**config.mk**
```make
export PLATFORM = sky130hd
export DESIGN_NAME = multirotor_thrust_mixer
export DESIGN_NICKNAME = d
export VERILOG_FILES = /design/src/rtl/mtm_pkg.sv /design/src/rtl/mtm_force.sv /design/src/rtl/mtm_cmd.sv /design/src/rtl/multirotor_thrust_mixer.sv
export SDC_FILE = /design/constraint.sdc
export NUM_CORES = 2
export LEC_CHECK = 0
export BUFFER_PORTS_ARGS = -buffer_cell sky130_fd_sc_hd__buf_2
export CORE_ASPECT_RATIO = 0.5
export CORE_MARGIN = 3
export CORE_UTILIZATION = 60
export DETAILED_ROUTE_END_ITERATION = 7
export PLACE_DENSITY = 0.85
export SKIP_CTS_REPAIR_TIMING = 1
export SYNTH_ARGS = -nofsm -noshare
export SYNTH_HDL_FRONTEND = slang
export SYNTH_SLANG_ARGS = --single-unit
```
**constraint.sdc**
```tcl
create_clock -name clk -period 18.75 [get_ports clk]
set_input_delay 3.75 -clock clk [delete_from_list [all_inputs] [get_ports clk]]
set_output_delay 3.75 -clock clk [all_outputs]
set_load 0.01 [all_outputs]
```
**src/rtl/mtm_pkg.sv**
```systemverilog
// ----------------------------------------------------------------------------
// mtm_pkg
// shared types and constants of the multirotor thrust mixer
// ----------------------------------------------------------------------------
package mtm_pkg;

	localparam int NUM_SLOTS = 4;
	localparam int TRI_UNUSED_SLOT = 1;

	// register map, word index
	localparam logic [1:0] REG_FRAME_TYPE   = 2'd0;
	localparam logic [1:0] REG_MIN_THROTTLE = 2'd1;
	localparam logic [1:0] REG_MAX_THROTTLE = 2'd2;

	localparam logic       FRAME_TRI        = 1'b0;
	localparam logic       RST_FRAME_TYPE   = 1'b1;
	localparam logic [11:0] RST_MIN_THROTTLE = 12'd1150;
	localparam logic [11:0] RST_MAX_THROTTLE = 12'd1850;

	localparam logic [3:0] MASK_TRI = 4'b1101;
	localparam logic [3:0] MASK_ALL = 4'b1111;

	// 3 * sqrt(3)/4 in q16
	localparam logic [16:0] TRI_SIDE_K = 17'd85134;
	// floor(t/3) = (t * DIV3_RECIP) >> 18, exact for t < 2^17
	localparam logic [16:0] DIV3_RECIP = 17'd87382;
	// commands saturate above this force for any throttle window
	localparam logic [10:0] FORCE_CAP  = 11'd2047;
	localparam logic [8:0]  CMD_GAIN   = 9'd283;
	// floor(n/25) = (n * DIV25_RECIP) >> 23, exact for n < 493447
	localparam logic [18:0] DIV25_RECIP = 19'd335545;
	localparam logic [12:0] CMD_OFFSET  = 13'd1274;

	typedef logic [10:0] force_t;
	typedef logic [12:0] cmd_t;

	typedef struct packed {
		logic off;
		logic tri_frame;
	} ctrl_t;

endpackage

```
**src/rtl/mtm_force.sv**
```systemverilog
// ----------------------------------------------------------------------------
// mtm_force
// three-stage force split: numerators, dividends, divide and cap per slot
// ----------------------------------------------------------------------------
module mtm_force import mtm_pkg::*; (
	input  logic                        clk,
	input  logic                        en,
	input  logic                        motors_off,
	input  logic                        frame_type,
	input  logic signed [16:0]          total_force,
	input  logic signed [15:0]          diff_force_x,
	input  logic signed [15:0]          diff_force_y,
	output ctrl_t                       ctrl_s3,
	output force_t [NUM_SLOTS-1:0]      force_s3
);

	function automatic logic [17:0] quad_dividend(input logic signed [18:0] n);
		logic [17:0] r;
		r = (n[18] || n == 19'sd0) ? 18'd0 : {1'b0, n[18:2]};
		return r;
	endfunction

	function automatic logic [17:0] front_dividend(input logic signed [18:0] n);
		logic [17:0] r;
		r = (n[18] || n == 19'sd0) ? 18'd0 : n[17:0];
		return r;
	endfunction

	function automatic logic [17:0] tri_dividend(input logic signed [34:0] m);
		logic [17:0] r;
		r = (m[34] || m == 35'sd0) ? 18'd0 : m[33:16];
		return r;
	endfunction

	logic signed [18:0] f_ext, x2_ext, y2_ext;
	logic signed [33:0] side_c;

	ctrl_t                          ctrl_s1, ctrl_s2;
	logic signed [NUM_SLOTS-1:0][18:0] qnum_s1;
	logic signed [17:0]             base_s1;
	logic signed [33:0]             side_s1;

	logic signed [34:0]             base_ext, side_ext, m_rr, m_rl;
	logic [NUM_SLOTS-1:0][17:0]     dividend_c;
	logic [NUM_SLOTS-1:0][17:0]     dividend_s2;

	logic [NUM_SLOTS-1:0][34:0]     prod_c;
	force_t [NUM_SLOTS-1:0]         force_c;

	// stage 1: numerators and side product
	always_comb begin
		f_ext  = {{2{total_force[16]}}, total_force};
		x2_ext = {{2{diff_force_x[15]}}, diff_force_x, 1'b0};
		y2_ext = {{2{diff_force_y[15]}}, diff_force_y, 1'b0};
		side_c = $signed({{18{diff_force_x[15]}}, diff_force_x}) *
		         $signed({17'd0, TRI_SIDE_K});
	end

	always_ff @(posedge clk) begin
		if (en) begin
			ctrl_s1.off       <= motors_off;
			ctrl_s1.tri_frame <= (frame_type == FRAME_TRI);
			qnum_s1[0]        <= f_ext + y2_ext;
			qnum_s1[1]        <= f_ext - x2_ext;
			qnum_s1[2]        <= f_ext + x2_ext;
			qnum_s1[3]        <= f_ext - y2_ext;
			base_s1           <= {total_force[16], total_force} +
			                     {{2{diff_force_y[15]}}, diff_force_y};
			side_s1           <= side_c;
		end
	end

	// stage 2: nonnegative dividends
	always_comb begin
		base_ext = {base_s1[17], base_s1, 16'd0};
		side_ext = {side_s1[33], side_s1};
		m_rr     = base_ext - side_ext;
		m_rl     = base_ext + side_ext;
		if (ctrl_s1.tri_frame) begin
			dividend_c[0] = tri_dividend(m_rr);
			dividend_c[1] = 18'd0;
			dividend_c[2] = tri_dividend(m_rl);
			dividend_c[3] = front_dividend(qnum_s1[3]);
		end else begin
			for (int i = 0; i < NUM_SLOTS; i++) begin
				dividend_c[i] = quad_dividend(qnum_s1[i]);
			end
		end
	end

	always_ff @(posedge clk) begin
		if (en) begin
			ctrl_s2     <= ctrl_s1;
			dividend_s2 <= dividend_c;
		end
	end

	// stage 3: divide by three for tri, cap
	always_comb begin
		for (int i = 0; i < NUM_SLOTS; i++) begin
			logic [16:0] f;
			prod_c[i] = 35'(dividend_s2[i]) * 35'(DIV3_RECIP);
			f = ctrl_s2.tri_frame ? prod_c[i][34:18] : dividend_s2[i][16:0];
			force_c[i] = (f > 17'(FORCE_CAP)) ? FORCE_CAP : f[10:0];
		end
	end

	always_ff @(posedge clk) begin
		if (en) begin
			ctrl_s3  <= ctrl_s2;
			force_s3 <= force_c;
		end
	end

endmodule

```
**src/rtl/mtm_cmd.sv**
```systemverilog
// ----------------------------------------------------------------------------
// mtm_cmd
// two-stage force to command map for one slot: f*283/100 + 1274
// ----------------------------------------------------------------------------
module mtm_cmd import mtm_pkg::*; (
	input  logic   clk,
	input  logic   en,
	input  force_t force_s3,
	output cmd_t   cmd_s5
);

	logic [19:0] scaled_s4;
	logic [36:0] quot_prod_c;

	always_ff @(posedge clk) begin
		if (en) begin
			scaled_s4 <= 20'(force_s3) * 20'(CMD_GAIN);
		end
	end

	// divide by 100 as a shift by two and a reciprocal of 25
	assign quot_prod_c = 37'(scaled_s4[19:2]) * 37'(DIV25_RECIP);

	always_ff @(posedge clk) begin
		if (en) begin
			cmd_s5 <= quot_prod_c[35:23] + CMD_OFFSET;
		end
	end

endmodule

```
**src/rtl/multirotor_thrust_mixer.sv**
```systemverilog
// ----------------------------------------------------------------------------
// multirotor_thrust_mixer
// pipeline: registered stages s1 to s6 from the accepted beat to the result beat
// throughput: one beat per cycle; the whole pipeline holds while the result stalls
// reset: valid bits clear, frame_type 1, min_throttle 1150, max_throttle 1850
// ----------------------------------------------------------------------------
module multirotor_thrust_mixer import mtm_pkg::*; (
	input  logic               clk,
	input  logic               arst_n,
	input  logic               psel,
	input  logic               penable,
	input  logic               pwrite,
	input  logic [3:0]         paddr,
	input  logic [31:0]        pwdata,
	output logic [31:0]        prdata,
	output logic               pready,
	input  logic               item_valid,
	output logic               item_stall,
	input  logic               motors_off,
	input  logic signed [16:0] total_force,
	input  logic signed [15:0] diff_force_x,
	input  logic signed [15:0] diff_force_y,
	output logic               result_valid,
	input  logic               result_stall,
	output logic [11:0]        slot0_command,
	output logic [11:0]        slot1_command,
	output logic [11:0]        slot2_command,
	output logic [11:0]        slot3_command,
	output logic [3:0]         written_mask
);

	logic        frame_type_q;
	logic [11:0] min_throttle_q, max_throttle_q;
	logic        advance;
	logic        valid_s1, valid_s2, valid_s3, valid_s4, valid_s5, valid_s6;

	ctrl_t                     ctrl_s3, ctrl_s4, ctrl_s5;
	force_t [NUM_SLOTS-1:0]    force_s3;
	cmd_t   [NUM_SLOTS-1:0]    cmd_s5;
	logic   [NUM_SLOTS-1:0][11:0] cmd_c, cmd_s6;
	logic   [3:0]              mask_c, mask_s6;

	// config port
	assign pready = 1'b1;

	always_ff @(posedge clk or negedge arst_n) begin
		if (!arst_n) begin
			frame_type_q   <= RST_FRAME_TYPE;
			min_throttle_q <= RST_MIN_THROTTLE;
			max_throttle_q <= RST_MAX_THROTTLE;
		end else if (psel && penable && pwrite) begin
			case (paddr[3:2])
				REG_FRAME_TYPE:   frame_type_q   <= pwdata[0];
				REG_MIN_THROTTLE: min_throttle_q <= pwdata[11:0];
				REG_MAX_THROTTLE: max_throttle_q <= pwdata[11:0];
				default: ;
			endcase
		end
	end

	always_comb begin
		case (paddr[3:2])
			REG_FRAME_TYPE:   prdata = {31'd0, frame_type_q};
			REG_MIN_THROTTLE: prdata = {20'd0, min_throttle_q};
			REG_MAX_THROTTLE: prdata = {20'd0, max_throttle_q};
			default:          prdata = 32'd0;
		endcase
	end

	// pipeline control
	assign advance    = !valid_s6 || !result_stall;
	assign item_stall = !advance;

	always_ff @(posedge clk or negedge arst_n) begin
		if (!arst_n) begin
			valid_s1 <= 1'b0;
			valid_s2 <= 1'b0;
			valid_s3 <= 1'b0;
			valid_s4 <= 1'b0;
			valid_s5 <= 1'b0;
			valid_s6 <= 1'b0;
		end else if (advance) begin
			valid_s1 <= item_valid;
			valid_s2 <= valid_s1;
			valid_s3 <= valid_s2;
			valid_s4 <= valid_s3;
			valid_s5 <= valid_s4;
			valid_s6 <= valid_s5;
		end
	end

	mtm_force u_force (
		.clk          (clk),
		.en           (advance),
		.motors_off   (motors_off),
		.frame_type   (frame_type_q),
		.total_force  (total_force),
		.diff_force_x (diff_force_x),
		.diff_force_y (diff_force_y),
		.ctrl_s3      (ctrl_s3),
		.force_s3     (force_s3)
	);

	for (genvar g = 0; g < NUM_SLOTS; g++) begin : g_slot
		mtm_cmd u_cmd (
			.clk      (clk),
			.en       (advance),
			.force_s3 (force_s3[g]),
			.cmd_s5   (cmd_s5[g])
		);
	end

	always_ff @(posedge clk) begin
		if (advance) begin
			ctrl_s4 <= ctrl_s3;
			ctrl_s5 <= ctrl_s4;
		end
	end

	// stage 6: throttle window, off and unused slot
	always_comb begin
		for (int i = 0; i < NUM_SLOTS; i++) begin
			logic [11:0] c;
			c = (cmd_s5[i] > {1'b0, max_throttle_q}) ? max_throttle_q : cmd_s5[i][11:0];
			if (c < min_throttle_q) begin
				c = min_throttle_q;
			end
			if (ctrl_s5.off) begin
				cmd_c[i] = min_throttle_q;
			end else if (ctrl_s5.tri_frame && i == TRI_UNUSED_SLOT) begin
				cmd_c[i] = 12'd0;
			end else begin
				cmd_c[i] = c;
			end
		end
		mask_c = (ctrl_s5.tri_frame && !ctrl_s5.off) ? MASK_TRI : MASK_ALL;
	end

	always_ff @(posedge clk) begin
		if (advance) begin
			cmd_s6  <= cmd_c;
			mask_s6 <= mask_c;
		end
	end

	assign result_valid  = valid_s6;
	assign slot0_command = cmd_s6[0];
	assign slot1_command = cmd_s6[1];
	assign slot2_command = cmd_s6[2];
	assign slot3_command = cmd_s6[3];
	assign written_mask  = mask_s6;

endmodule
```
* Word-level counts from Yosys, hierarchy flattened
Cells that the tools add are included.
Cells by class: bitwise gates (word level) 1, reduce and logical (&&, ||, !) cells 25, multiply operators 13, mux-type cells 27, equal/unequal tests 2, $lt $le $gt $ge 12, add/sub/neg operators 11
Operators by type and width (count):
- $mux 12 | 13
- $mul 18x19->36 const B | 4
- $mul 18x16->34 const B | 4
- $mux 17 | 8
- $mul 11x9->20 const B | 4
- $logic_not 19->1 | 4
- $mux 72 | 1
- $logic_not 35->1 | 2
- $gt 17x11->1 const B | 4
- $mux 18 | 3
- $add 13x11->13 const B | 4
- $gt 13x12->1 | 4
- $lt 12x12->1 | 4
- $add 17x17->18 | 2
- $pmux 12 s3 | 1
- $sub 17x17->18 | 2
- $add 34x34->35 | 1
- $sub 34x34->35 | 1
- $mul 16x17->33 const B | 1
- $add 17x16->18 | 1
- $logic_or 1x1->1 | 7
- $reduce_and 2->1 | 3
- $logic_not 1->1 | 4
- $logic_and 1x1->1 | 3
- other kinds (6) | 6
Storage, ports and cells: logic and storage cells 138, register bits 468

* Logic depth before layout (Yosys ltp)
word-level depth 6, depth in mapped cells 26, gate-level depth less buffers 26

* Cells and area by module
A second synthesis with hierarchy kept.
Unflattened totals: cells, all modules 7824, area, all modules 79242.2 um2
By module, submodules not included:
- mtm_force | area an instance 38210.4 um2, times used 1, seq. area each 7146.9 um2, cells each 3782
- mtm_cmd (g_slot[2].u_cmd ...) | area an instance 8560.7 um2, times used 2, seq. area each 930.9 um2, cells each 844
- mtm_cmd (g_slot[1].u_cmd) | area an instance 8833.5 um2, times used 1, seq. area each 930.9 um2, cells each 888
- mtm_cmd (g_slot[0].u_cmd) | area an instance 8644.5 um2, times used 1, seq. area each 930.9 um2, cells each 860
- multirotor_thrust_mixer | area an instance 6432.4 um2, times used 1, seq. area each 2386.0 um2, cells each 606

* Worst setup path before layout
No wires, ideal clock.
kind input port to output port, start in result_stall, end out item_stall, data arrival time 13.508 ns, cell stages on the path 2, buffers on the path 0, path slack 1.492 ns, cell sequence nand2_1 inv_1
Between the ends: longest elaborated chain between the ends 3
Ends and longest elaborated chain:
- start: declaration | line multirotor_thrust_mixer.sv:24 | input logic result_stall,
- $logic_not 1->1 | line multirotor_thrust_mixer.sv:71 | assign advance = !valid_s6 || !result_stall;
- $logic_or 1x1->1 | line multirotor_thrust_mixer.sv:71
- $logic_not 1->1 | line multirotor_thrust_mixer.sv:72 | assign item_stall = !advance;
- end: declaration | line multirotor_thrust_mixer.sv:18 | output logic item_stall,
Every way passes these cells.

* Worst setup path after layout
start in diff_force_x[5], end reg u_force.side_s1[30] (data pin)
Between the ends: longest elaborated chain between the ends 1
Ends and longest elaborated chain:
- start: declaration | line multirotor_thrust_mixer.sv:21 | input logic signed [15:0] diff_force_x,
- $mul 16x17->33 | line mtm_force.sv:55 | side_c = $signed({{18{diff_force_x[15]}}, diff_force_x}) *
- named net u_force.side_c[30] | line mtm_force.sv:36 | logic signed [33:0] side_c;
- end signal: assignment | line mtm_force.sv:69 | side_s1 <= side_c;
- end: declaration | line mtm_force.sv:41 | logic signed [33:0] side_s1;
The timed path passes the listed nets, and every way through them passes these cells. A chain may end at the register's enable or synchronous reset.

==> impl_metrics.toml <==
[setup_path]
worstPathArrival_ps = 9600
cp_common_cell = "sky130_fd_sc_hd__fa_1"
cp_top_family = "adder cells"
max_stage_delay_ps = 550
worst_setup_path_start_kind = "input port"
path_cells = "buf_2, inv_1, ha_1, fa_1, fa_1, fa_1, fa_1, inv_1, fa_1, ha_1, nand2_1, nor2_1, nand3_1, a211o_1, and4_1, nor3_1, a41oi_1, a21oi_1, o31a_1, o21a_1, nor2_1, xnor2_1"
timing.critical_path.fanout_max = 8
criticalPathCategory = "in -> reg"
critical_path.slowest_cell = "sky130_fd_sc_hd__fa_1"
worst_setup_path_end_kind = "flop"
cp.buffers_inverters = 3
required_ps = 19120

[grt]
antenna_violations_before_repair = 17
grt_pass1_vias = 56600
maximum_number_of_pins_on_one_net_before_global_route_repair = 170
grt_usage_pct = 26.8
grt_first_pass_wirelength_um = 289000
grt-ovfl-total = 0

[logic_synthesis]
syn-cell-area_um2 = 77700
post_synthesis_simple_gate_area_fraction_pct = 6.18
synth_top_family_by_area = "adder cells"
asyncSetResetFlopFracSynth_pct = 6.95
synth_top_area_cell = "sky130_fd_sc_hd__ha_1"
yosys.cell_types.count = 93
synthesis.area_per_instance_um2 = 10.2
yosys-top-cells-area = "sky130_fd_sc_hd__ha_1 27%, sky130_fd_sc_hd__fa_1 26%, sky130_fd_sc_hd__edfxtp_1 16%"
synthesis.yosys.warnings = 0
ys_top_cells_by_count = "2071 x sky130_fd_sc_hd__inv_1, 1685 x sky130_fd_sc_hd__ha_1, 1005 x sky130_fd_sc_hd__fa_1, 415 x sky130_fd_sc_hd__edfxtp_1, 257 x sky130_fd_sc_hd__nor2_1"
synth.mux.area_fraction_pct = 1.48
synthesis.instances = 7649
area_fraction_in_compound_gates_after_synthesis_pct = 8.48
synth_flop_cell = "sky130_fd_sc_hd__edfxtp_1"
synth-edff-count = 415
synth_sequential_area_ratio_pct = 17.1
yosys.area.top_type_share_pct = 27.1
synth-xor-area-share_pct = 3.21
synth-adder-area-share_pct = 53.0
yosys.cell_count.top_type = "sky130_fd_sc_hd__inv_1"
synth-seq-cells = 446

[routing]
vias_per_cell = 5.59
post-route-drc-count = 0
postRouteWirelength_um = 176000
detail_route.wl_per_cell_um = 18.5
dr.pass1.iters = 6
dr.first_iter.drc_count = 3724
drtAntennaViolNets = 0
via_count = 53200

[clock_tree]
numCtsBuffers = 46
clkSinkCount = 446
clk_latency_ps = 640
cts-root-buf = "sky130_fd_sc_hd__clkbuf_16"
htree_levels = 2
cts_tree = "yes"
cts.clk_slew.worst_paths_ps = 60
clock_tree.buffer_depth = 3

[floorplan]
ios = 180
row_count = 92
die_x_um = 515
die_area_um2 = 134000
core_region_area_um2 = 127000
die_y_um = 261
start_util_pct = 61.1

[place]
finalWeightedCongestion = 0.975
dpl_worst_slack_ps = 8920
placed_cells = 9423
io_buffer_count = 133
hpwl_um = 150000

[hold_path]
min-delay-path-class = "reg -> reg"

[outcome]
outcome = "finished clean"

[cells_and_area]
final-instance-count-excl-fill = 9511
filler_cells_inserted = 9387
layout-drive-gt1-share_pct = 4.69
areaGrowthSynthToFinish_pct = 5.24
total_number_of_nets_in_the_final_design = 10600
post-route-util_pct = 64.3

[timing]
final_min_period_over_clock_period_pct = 49.2
timing_worst_slew_pin_value_ps = 1210
achievable-frequency_mhz = 108
slew_headroom_pct = 18.1
timing.final.max_slew_violations = 0
setup-tns-final_ps = 0
clock-skew-final_ps = 36.0
timing.final.ws_setup_ps = 9520
layout_min_cycle_time_ps = 9230
rsz0062_at_grt = "false"
number_of_endpoints_failing_setup_at_the_final_stage = 0
final-hold-violation-count = 0

[run]
drv.max_cap_violation_count = 0
[metal layers]
layer	part of all wire, %	vias up	track usage (%)	wire length [um]
li1	-	25200	-	-
met1	43	25900	35.7	75700
met2	47	1705	45.0	82000
met3	8.0	351	5.69	14100
met4	2.5	20	6.53	4360
met5	0.078	-	0	138
[through the flow]
step	cell area (um2)	hold slack [ps]
final	81800	423
after global placement	80300	405
after global routing	81800	435
after CTS	81800	418
after floorplan	77800	400
after detailed placement	80300	406
[layout make-up]
class,count,area (um2),share of cell area [%]
multi-input cells,5064,56400,68.9
flip-flops and latches,446,13300,16.2
inverters,2073,7780,9.51
well taps,1692,2120,2.59
clock buffers,53,1180,1.44
repair buffers,148,791,0.967
clock inverters,28,277,0.338
diodes,7,17.5,0.0214
[logic make-up after synthesis]
logic type	after synthesis
mux	106
simple gates	958
buf+inv	2163
other cells	2
fa+ha+maj	2690
flops	446
compound gates	999
xor+xnor	285
[final timing paths]
path,start,endpoint,slack (ps),cells past startpoint
hold / removal,u_force.ctrl_s2[1],u_force.ctrl_s3[1],420,0
hold reg to reg,u_force.ctrl_s2[1],u_force.ctrl_s3[1],420,0
setup / recovery,diff_force_x[5],u_force.side_s1[30],9520,22
min in group asynchronous,arst_n,result_valid,3170,1
setup reg to reg,g_slot[0].u_cmd.scaled_s4[12],g_slot[0].u_cmd.cmd_s5[9],10460,24
max in group asynchronous,arst_n,min_throttle_q[7],15110,1
[state kept, by name, indices dropped and copies added, names as in the netlist, 12 cells and up]
name,flops
max_throttle_q,12
u_force.force_s3,44
slot0_command,12
u_force.side_s1,33
u_force.qnum_s1,67
slot2_command,12
min_throttle_q,12
g_slot.u_cmd.scaled_s4,72
g_slot.u_cmd.cmd_s5,52
u_force.dividend_s2,70
u_force.base_s1,18
slot3_command,12
slot1_command,12
[cell usage in the layout, fill, tap and decap left out, types with 74 or more instances in the layout]
cell type and count:
sky130_fd_sc_hd__inv_1 2071, sky130_fd_sc_hd__ha_1 1685, sky130_fd_sc_hd__fa_1 1005, sky130_fd_sc_hd__edfxtp_1 415
sky130_fd_sc_hd__nor2_1 257, sky130_fd_sc_hd__a21oi_1 251, sky130_fd_sc_hd__o21ai_0 240, sky130_fd_sc_hd__xnor2_1 206
sky130_fd_sc_hd__nand2_1 198, sky130_fd_sc_hd__buf_2 133, sky130_fd_sc_hd__a21o_1 115, sky130_fd_sc_hd__xor2_1 79
sky130_fd_sc_hd__mux2_2 74
Power is not shown: default switching activity piles up to over one toggle a cycle in this logic, so the estimate is an artifact.
